**src/rtl/core/epoch_seconds_to_calendar_unit_assert.svh**
```systemverilog
// assertion macros for the calendar conversion rtl
`ifndef EPOCH_SECONDS_TO_CALENDAR_UNIT_ASSERT_SVH
`define EPOCH_SECONDS_TO_CALENDAR_UNIT_ASSERT_SVH
`ifndef SYNTHESIS
// same-cycle implication on the clk / rst_n of the including module
`define ESC_ASSERT_IMP(lbl, ante, cons, msg) \
    lbl: assert property (@(posedge clk) disable iff (!rst_n) (ante) |-> (cons)) \
        else $error(msg);
// implication with a fixed number of cycles between cause and effect
`define ESC_ASSERT_DLY(lbl, ante, cons, dly, msg) \
    lbl: assert property (@(posedge clk) disable iff (!rst_n) (ante) |-> ##(dly) (cons)) \
        else $error(msg);
`else
`define ESC_ASSERT_IMP(lbl, ante, cons, msg)
`define ESC_ASSERT_DLY(lbl, ante, cons, dly, msg)
`endif
`endif

```
**src/rtl/core/esc_pkg.sv**
```systemverilog
// constants and helpers for the epoch seconds to calendar conversion
package esc_pkg;

    // pipeline depth from accepted transaction to result strobe
    localparam int LATENCY = 9;

    localparam logic [10:0] EPOCH_YEAR      = 11'd1970;
    localparam logic [16:0] HOURS_PER_CYCLE = 17'((365 * 3 + 366) * 24);
    localparam logic [13:0] HOURS_PER_YEAR  = 14'(365 * 24);
    localparam logic [4:0]  HOURS_PER_DAY   = 5'd24;
    localparam logic [5:0]  SIXTY           = 6'd60;

    // floor reciprocals, the estimate is at most one below the true quotient
    localparam int          SHIFT60  = 36;
    localparam logic [31:0] RECIP60  = 32'((64'd1 << SHIFT60) / 64'd60);
    localparam int          SHIFT24  = 24;
    localparam logic [19:0] RECIP24  = 20'((64'd1 << SHIFT24) / 64'd24);
    localparam int          SHIFTCYC = 32;
    localparam logic [16:0] RECIPCYC = 17'((64'd1 << SHIFTCYC) / 64'(HOURS_PER_CYCLE));

    // rounded-up reciprocal of 3, exact for dividends below 2^13
    localparam int          SHIFT3 = 13;
    localparam logic [11:0] RECIP3 = 12'(((64'd1 << SHIFT3) + 64'd2) / 64'd3);

    // zero-based day of year on which each month starts, common year
    localparam logic [8:0] MONTH_START [12] = '{
        9'd0, 9'd31, 9'd59, 9'd90, 9'd120, 9'd151,
        9'd181, 9'd212, 9'd243, 9'd273, 9'd304, 9'd334
    };

    // years reached lie in 1970..2038, where the only century year is 2000
    function automatic logic is_leap(input logic [10:0] y);
        return (y[1:0] == 2'b00);
    endfunction

    // first day of a month, shifted by one after february in a leap year
    function automatic logic [8:0] month_start(input logic [3:0] idx, input logic leap);
        logic [8:0] base;
        base = MONTH_START[idx];
        if (leap && (idx >= 4'd2))
            return base + 9'd1;
        return base;
    endfunction

endpackage

```
**src/rtl/core/epoch_seconds_to_calendar_unit.sv**
```systemverilog
// epoch seconds to utc calendar date and time, nine-stage pipeline
//
// Usage:
//   Drive epoch_seconds and raise start for one cycle per transaction. A
//   transaction is taken at each rising edge with start high and busy low;
//   busy stays low, so one transaction can enter in every cycle.
//   When a transaction leaves stage i, done is high for exactly one cycle together with
//   year, month, day, hour, minute and second. Results leave in the order
//   the transactions came in, one per cycle at full rate.
//   The stages form the divider chain: two divides by 60 and the split by
//   24 hours and by four-year cycles each take a reciprocal multiply stage
//   and a correction stage; then come the year step, the divide of hours by
//   24 and the month lookup, one stage each.
//   The receiver cannot stall: done is a strobe and results are not held.
//   Reset (rst_n low, asynchronous) clears the valid bits of every stage,
//   so transactions in flight are dropped and no strobe follows.
`include "epoch_seconds_to_calendar_unit_assert.svh"

module epoch_seconds_to_calendar_unit
    import esc_pkg::*;
(
    input  logic        clk,
    input  logic        rst_n,
    input  logic        start,
    output logic        busy,
    input  logic [30:0] epoch_seconds,
    output logic        done,
    output logic [10:0] year,
    output logic [3:0]  month,
    output logic [4:0]  day,
    output logic [4:0]  hour,
    output logic [5:0]  minute,
    output logic [5:0]  second
);

    // valid bit per stage
    logic [LATENCY-1:0] valid_reg, valid_next;

    // stage a: first divide by 60 estimate
    logic [30:0] a_x_reg;
    logic [25:0] a_qe_reg, a_qe_next;
    logic [62:0] a_prod;

    // stage b: seconds and total minutes
    logic [5:0]  b_sec_reg, b_sec_next;
    logic [25:0] b_m_reg, b_m_next;
    logic [31:0] b_diff;
    logic        b_over;

    // stage c: second divide by 60 estimate
    logic [5:0]  c_sec_reg;
    logic [25:0] c_m_reg;
    logic [19:0] c_qe_reg, c_qe_next;
    logic [57:0] c_prod;

    // stage d: minutes and total hours
    logic [5:0]  d_sec_reg;
    logic [5:0]  d_min_reg, d_min_next;
    logic [19:0] d_h_reg, d_h_next;
    logic [26:0] d_diff;
    logic        d_over;

    // stage e: estimates for hours per day and hours per four-year cycle
    logic [5:0]  e_sec_reg, e_min_reg;
    logic [19:0] e_h_reg;
    logic [14:0] e_qe24_reg, e_qe24_next;
    logic [4:0]  e_qec_reg, e_qec_next;
    logic [39:0] e_prod24;
    logic [36:0] e_prodc;

    // stage f: hour of day, cycle count, hours into the cycle
    logic [5:0]  f_sec_reg, f_min_reg;
    logic [4:0]  f_hour_reg, f_hour_next;
    logic [4:0]  f_cyc_reg, f_cyc_next;
    logic [15:0] f_hc_reg, f_hc_next;
    logic [20:0] f_diff24, f_diffc;
    logic [5:0]  f_r24;
    logic [16:0] f_rc;
    logic        f_overc;

    // stage g: year and hours into the year
    logic [5:0]  g_sec_reg, g_min_reg;
    logic [4:0]  g_hour_reg;
    logic [10:0] g_year_reg, g_year_next;
    logic [13:0] g_hy_reg, g_hy_next;
    logic        g_leap_reg, g_leap_next;
    logic [15:0] g_t;
    logic [13:0] g_len;
    logic        g_stop;

    // stage h: zero-based day of year
    logic [5:0]  h_sec_reg, h_min_reg;
    logic [4:0]  h_hour_reg;
    logic [10:0] h_year_reg;
    logic        h_leap_reg;
    logic [8:0]  h_doy_reg, h_doy_next;
    logic [22:0] h_prod;

    // stage i: month and day, registered outputs
    logic [5:0]  i_sec_reg, i_min_reg;
    logic [4:0]  i_hour_reg;
    logic [10:0] i_year_reg;
    logic [3:0]  i_mon_reg, i_mon_next;
    logic [4:0]  i_day_reg, i_day_next;
    logic [3:0]  i_idx;
    logic [8:0]  i_off;

    // every cycle takes a new transaction
    assign busy       = 1'b0;
    assign valid_next = {valid_reg[LATENCY-2:0], start};

    // stage a
    always_comb
    begin
        a_prod    = 63'(epoch_seconds) * 63'(RECIP60);
        a_qe_next = a_prod[SHIFT60 +: 26];
    end

    // stage b: remainder below 120, one correction
    always_comb
    begin
        b_diff     = {1'b0, a_x_reg} - (32'(a_qe_reg) * 32'(SIXTY));
        b_over     = (b_diff[6:0] >= 7'(SIXTY));
        b_sec_next = b_over ? 6'(b_diff[6:0] - 7'(SIXTY)) : b_diff[5:0];
        b_m_next   = b_over ? a_qe_reg + 26'd1 : a_qe_reg;
    end

    // stage c
    always_comb
    begin
        c_prod    = 58'(b_m_reg) * 58'(RECIP60);
        c_qe_next = c_prod[SHIFT60 +: 20];
    end

    // stage d
    always_comb
    begin
        d_diff     = {1'b0, c_m_reg} - (27'(c_qe_reg) * 27'(SIXTY));
        d_over     = (d_diff[6:0] >= 7'(SIXTY));
        d_min_next = d_over ? 6'(d_diff[6:0] - 7'(SIXTY)) : d_diff[5:0];
        d_h_next   = d_over ? c_qe_reg + 20'd1 : c_qe_reg;
    end

    // stage e: two independent reciprocal multiplies
    always_comb
    begin
        e_prod24    = 40'(d_h_reg) * 40'(RECIP24);
        e_qe24_next = e_prod24[SHIFT24 +: 15];
        e_prodc     = 37'(d_h_reg) * 37'(RECIPCYC);
        e_qec_next  = e_prodc[SHIFTCYC +: 5];
    end

    // stage f: corrections for both divides
    always_comb
    begin
        f_diff24    = {1'b0, e_h_reg} - (21'(e_qe24_reg) * 21'(HOURS_PER_DAY));
        f_r24       = f_diff24[5:0];
        f_hour_next = (f_r24 >= 6'(HOURS_PER_DAY)) ? 5'(f_r24 - 6'(HOURS_PER_DAY))
                                                    : f_r24[4:0];
        f_diffc     = {1'b0, e_h_reg} - (21'(e_qec_reg) * 21'(HOURS_PER_CYCLE));
        f_rc        = f_diffc[16:0];
        f_overc     = (f_rc >= HOURS_PER_CYCLE);
        f_hc_next   = f_overc ? 16'(f_rc - HOURS_PER_CYCLE) : f_rc[15:0];
        f_cyc_next  = f_overc ? e_qec_reg + 5'd1 : e_qec_reg;
    end

    // stage g: step over up to three single years
    always_comb
    begin
        g_year_next = EPOCH_YEAR + (11'(f_cyc_reg) << 2);
        g_t         = f_hc_reg;
        g_stop      = 1'b0;
        g_len       = HOURS_PER_YEAR;
        for (int k = 0; k < 3; k++)
        begin
            g_len = HOURS_PER_YEAR + (is_leap(g_year_next) ? 14'(HOURS_PER_DAY) : 14'd0);
            if (!g_stop)
            begin
                if (g_t < 16'(g_len))
                begin
                    g_stop = 1'b1;
                end
                else
                begin
                    g_year_next = g_year_next + 11'd1;
                    g_t         = g_t - 16'(g_len);
                end
            end
        end
        g_hy_next   = g_t[13:0];
        g_leap_next = is_leap(g_year_next);
    end

    // stage h: hours / 24 as (hours / 8) / 3
    always_comb
    begin
        h_prod     = 23'(g_hy_reg[13:3]) * 23'(RECIP3);
        h_doy_next = h_prod[SHIFT3 +: 9];
    end

    // stage i: last month start not past the day of year
    always_comb
    begin
        i_idx = 4'd0;
        for (int m = 1; m < 12; m++)
        begin
            if (h_doy_reg >= month_start(4'(m), h_leap_reg))
                i_idx = 4'(m);
        end
        i_off      = h_doy_reg - month_start(i_idx, h_leap_reg);
        i_day_next = 5'(i_off + 9'd1);
        i_mon_next = i_idx + 4'd1;
    end

    // valid bits
    always_ff @(posedge clk or negedge rst_n)
    begin
        if (!rst_n)
            valid_reg <= '0;
        else
            valid_reg <= valid_next;
    end

    // payload registers
    always_ff @(posedge clk)
    begin
        a_x_reg    <= epoch_seconds;
        a_qe_reg   <= a_qe_next;

        b_sec_reg  <= b_sec_next;
        b_m_reg    <= b_m_next;

        c_sec_reg  <= b_sec_reg;
        c_m_reg    <= b_m_reg;
        c_qe_reg   <= c_qe_next;

        d_sec_reg  <= c_sec_reg;
        d_min_reg  <= d_min_next;
        d_h_reg    <= d_h_next;

        e_sec_reg  <= d_sec_reg;
        e_min_reg  <= d_min_reg;
        e_h_reg    <= d_h_reg;
        e_qe24_reg <= e_qe24_next;
        e_qec_reg  <= e_qec_next;

        f_sec_reg  <= e_sec_reg;
        f_min_reg  <= e_min_reg;
        f_hour_reg <= f_hour_next;
        f_cyc_reg  <= f_cyc_next;
        f_hc_reg   <= f_hc_next;

        g_sec_reg  <= f_sec_reg;
        g_min_reg  <= f_min_reg;
        g_hour_reg <= f_hour_reg;
        g_year_reg <= g_year_next;
        g_hy_reg   <= g_hy_next;
        g_leap_reg <= g_leap_next;

        h_sec_reg  <= g_sec_reg;
        h_min_reg  <= g_min_reg;
        h_hour_reg <= g_hour_reg;
        h_year_reg <= g_year_reg;
        h_leap_reg <= g_leap_reg;
        h_doy_reg  <= h_doy_next;

        i_sec_reg  <= h_sec_reg;
        i_min_reg  <= h_min_reg;
        i_hour_reg <= h_hour_reg;
        i_year_reg <= h_year_reg;
        i_mon_reg  <= i_mon_next;
        i_day_reg  <= i_day_next;
    end

    // outputs
    assign done   = valid_reg[LATENCY-1];
    assign year   = i_year_reg;
    assign month  = i_mon_reg;
    assign day    = i_day_reg;
    assign hour   = i_hour_reg;
    assign minute = i_min_reg;
    assign second = i_sec_reg;

    // assertions
    `ESC_ASSERT_DLY(a_start_gives_done, start, done, LATENCY, "accepted transaction lost")
    `ESC_ASSERT_IMP(a_done_has_start, done, $past(start, LATENCY), "result without transaction")
    `ESC_ASSERT_IMP(a_fields_in_range, done,
        (month >= 4'd1) && (month <= 4'd12) && (day >= 5'd1) &&
        (hour <= 5'd23) && (minute <= 6'd59) && (second <= 6'd59),
        "field out of range")
    `ESC_ASSERT_IMP(a_february_len, done && (month == 4'd2),
        day <= (is_leap(year) ? 5'd29 : 5'd28), "february day out of range")

endmodule
```
**config.mk**
```make
export PLATFORM = sky130hd
export DESIGN_NAME = epoch_seconds_to_calendar_unit
export DESIGN_NICKNAME = d
export VERILOG_FILES = /design/src/rtl/core/esc_pkg.sv /design/src/rtl/core/epoch_seconds_to_calendar_unit.sv
export VERILOG_INCLUDE_DIRS = /design/src /design/src/rtl/core
export SDC_FILE = /design/constraint.sdc
export NUM_CORES = 2
export LEC_CHECK = 0
export BUFFER_PORTS_ARGS = -buffer_cell sky130_fd_sc_hd__buf_2
export CAP_MARGIN = 20
export CORE_MARGIN = 2
export CORE_UTILIZATION = 56
export CTS_CLUSTER_DIAMETER = 30
export DETAILED_ROUTE_END_ITERATION = 6
export HOLD_SLACK_MARGIN = 0.05
export PLACE_DENSITY = 0.71
export SLEW_MARGIN = 25
export SYNTH_ARGS = -nofsm -noshare
export SYNTH_HDL_FRONTEND = slang
export SYNTH_SLANG_ARGS = --single-unit
```
**constraint.sdc**
```tcl
create_clock -name clk -period 12.3 [get_ports clk]
set_input_delay 1.845 -clock clk [delete_from_list [all_inputs] [get_ports clk]]
set_output_delay 1.845 -clock clk [all_outputs]
set_load 0.01 [all_outputs]
```
==> impl_results.md <==
- Status: finished, violations left
- Failing checks: DRC
- # Post-CTS Setup Buffers: 0
- Core area: 66,000 um2
- Crit path arrival time: 8810 ps
- Bufs and invs on worst path: 5
- Router iterations before antenna repair: 7
- Most common flop cell mapped by yosys: dfxtp_1
- Hold Path Class: flop to flop
- Area post-placement: 38,800 um2
- Worst Setup End Kind: flop
- Share of post-route cells with drive strength above 1: 6.19%
- DP HPWL: 67,000 um
- Sequential element share of the synthesized area: 17.6%
- Number of flops mapped to enable cells by yosys: 0
- DRC Markers: 1
- Path type of the worst setup path: input pin to flop
- CTS Buf Count: 53
- Asr flop ratio synth: 2.76%
- MaxCap Viol Count: 0
- Final Setup Violations: 0
- YS warnings: 0
- Initial antenna violation count: 0
- Rel. slew slack: 41.7%
- Yosys cell types: 94
- CTS hold repair buffers: 0
- Die ar.: 68,900 um2
- Least-Margin Pin Slew: 866 ps
- CP Cell Sequence: buf_2 > ha_1 > fa_1 > fa_1 > inv_1 > fa_1 > fa_1 > inv_1 > fa_1 > inv_1 > fa_1 > inv_1 > ha_1 > nand4_1 > or2_2 > a2111oi_0 > nor4_1 > a311oi_1 > o21ai_0 > a31oi_1 > a311o_1 > a21oi_1 > xnor2_1
- Min cycle time layout: 8350 ps
- Die W: 263 um
- Die Y: 263 um
- Syn Inst Count: 3,622
- Max Clock Freq: 120 MHz
- CTS tree: built
- Ant. Diodes: 0
- Vias in the first global route: 26,300
- CP delay by family, top: adder cells
- Period utilisation layout: 67.9%
- Post-synthesis register bit count: 326
- Pin count of the biggest net entering global routing: 16
- Worst path slowest cell: fa_1
- DR vias/cell: 5.27
- Clock root buffer: clkbuf_16
- Required @ worst endpoint: 12,770 ps
- Pre-CTS setup slack: 3400 ps
- Final nets: 5,054
- Setup total negative slack: 0 ps
- RSZ-0062 raised after global routing: no
- Global route overflow: 0
- Clock Skew: 24.8 ps
- CTS H-tree depth: 2
- Clk slew on worst S/H paths: 60 ps
- First-pass GRT wire length: 132,000 um
- DRT iter0 DRCs: 1,066
- Final antenna-violating net count: 0
- Clock buffer depth: 3
- Final hold vios: 0
- Average size of a mapped cell: 10.3 um2
- Synthesized Nets: 4,940
- Initial core utilization: 56.7%
- Most frequent CP cell: fa_1
- Port bufs: 71
- Startpoint Class: input pin
- Post-layout instance area: 40,700 um2
- WL per Instance: 16.8 um
- Final WL: 77,900 um
- Via count: 24,500
- PostCTS Resize Cnt: 0
- GPL Wtd Cong: 0.955
- Gr usage total: 23.8%
- FP Rows: 94
- Crit Path Max Fanout: 5
- Area Overhead vs Synth: 8.75%
- Final Max Slew Viols: 0
- Final setup margin: 3950 ps
- Cell Area, Synth: 37,400 um2
- Ports: 73
- Clock sinks: 326
- Latest clock arrival within the worst-skew pair: 590 ps
- CP peak stage delay: 570 ps
cells in the mapped netlist, types with 12 or more instances:
cell	count	area, um2
a211oi_1	14	105
a21boi_0	12	90.1
a21o_1	51	383
a21oi_1	110	551
a31oi_1	21	131
and3_1	19	119
dfxtp_1	317	6350
fa_1	523	10500
ha_1	761	9520
inv_1	865	3250
nand2_1	105	394
nand2b_1	15	93.8
nand3_1	49	245
nand4_1	34	213
nor2_1	87	327
nor2b_1	20	125
nor3_1	41	205
nor4_1	14	87.6
o21a_1	26	195
o21ai_0	75	375
or3_1	15	93.8
xnor2_1	145	1270
xor2_1	63	552
through the flow:
step | hold WS, ps | utilization, % | instances
after floorplan | 310 | - | 3622
after global placement | 310 | 58.8 | 4545
after detailed placement | 312 | 58.8 | 4545
after CTS | 317 | 61.7 | 4644
after global routing | 319 | 61.7 | 4644
final | 317 | 61.7 | 4644
worst paths after layout:
path	startpoint	end	slack, ps	cells after the start
min	c_sec_reg[0]	d_sec_reg[0]	320	0
min reg2reg	c_sec_reg[0]	d_sec_reg[0]	320	0
max	epoch_seconds[1]	a_qe_reg[25]	3950	23
max reg2reg	d_h_reg[5]	e_qec_reg[4]	5470	22
min in group asynchronous	rst_n	valid_reg[8]	1090	1
max in group asynchronous	rst_n	valid_reg[1]	11030	1
routing by layer:
metal,up-vias,wire [um],global-route usage [%]
li1,12000,-,-
met1,11900,34600,31.4
met2,412,38300,41.0
met3,116,3190,3.51
met4,0,1780,6.20
met5,-,0,0
worst reg2reg max path: cells and delay by family, from the launching register on:
| kind | cells | cell delay [ps] |
|---|---|---|
| adders and majority gates | 7 | 3100 |
| AOI/OAI and AO/OA | 9 | 2360 |
| DFF | 1 | 740 |
| buffers and inverters | 4 | 280 |
| xor gates and xnor gates | 1 | 210 |
| and+or+nand+nor | 1 | 60 |
area by class of cell:
cell class              instances  area [um2]
clock buffers                  59        1410
clock inverters                40         488
fillers                      5507       25300
inverters                     867        3250
multi-input cells            2403       27400
flip-flops and latches        326        6570
well taps                     864        1080
repair buffers                 85         460
logic make-up after synthesis:
kind of cell	share of synthesized area (%)
compound gates	8.07
xor+xnor	5.22
fa+ha+maj	53.4
buf+inv	9.13
flops	17.6
mux	0.401
other cells	0.0100
simple gates	6.20
cells in the final DEF, fill, tap and decap left out, types with 20 or more instances in the layout:
cell type	netlist	final
xnor2_1	145	145
o21a_1	26	26
nor2_1	87	87
nand3_1	49	49
a21o_1	51	51
clkbuf_16	0	54
fa_1	523	523
a21oi_1	110	110
dfxtp_1	317	317
nor2b_1	20	20
o21ai_0	75	75
a31oi_1	21	21
buf_2	5	71
nor3_1	41	41
nand2_1	105	105
inv_1	865	865
nand4_1	34	34
xor2_1	63	63
ha_1	761	761
Power is left out: the tool's default activity adds up to more than one toggle a clock period on the data nets, which glitch-free logic cannot reach.
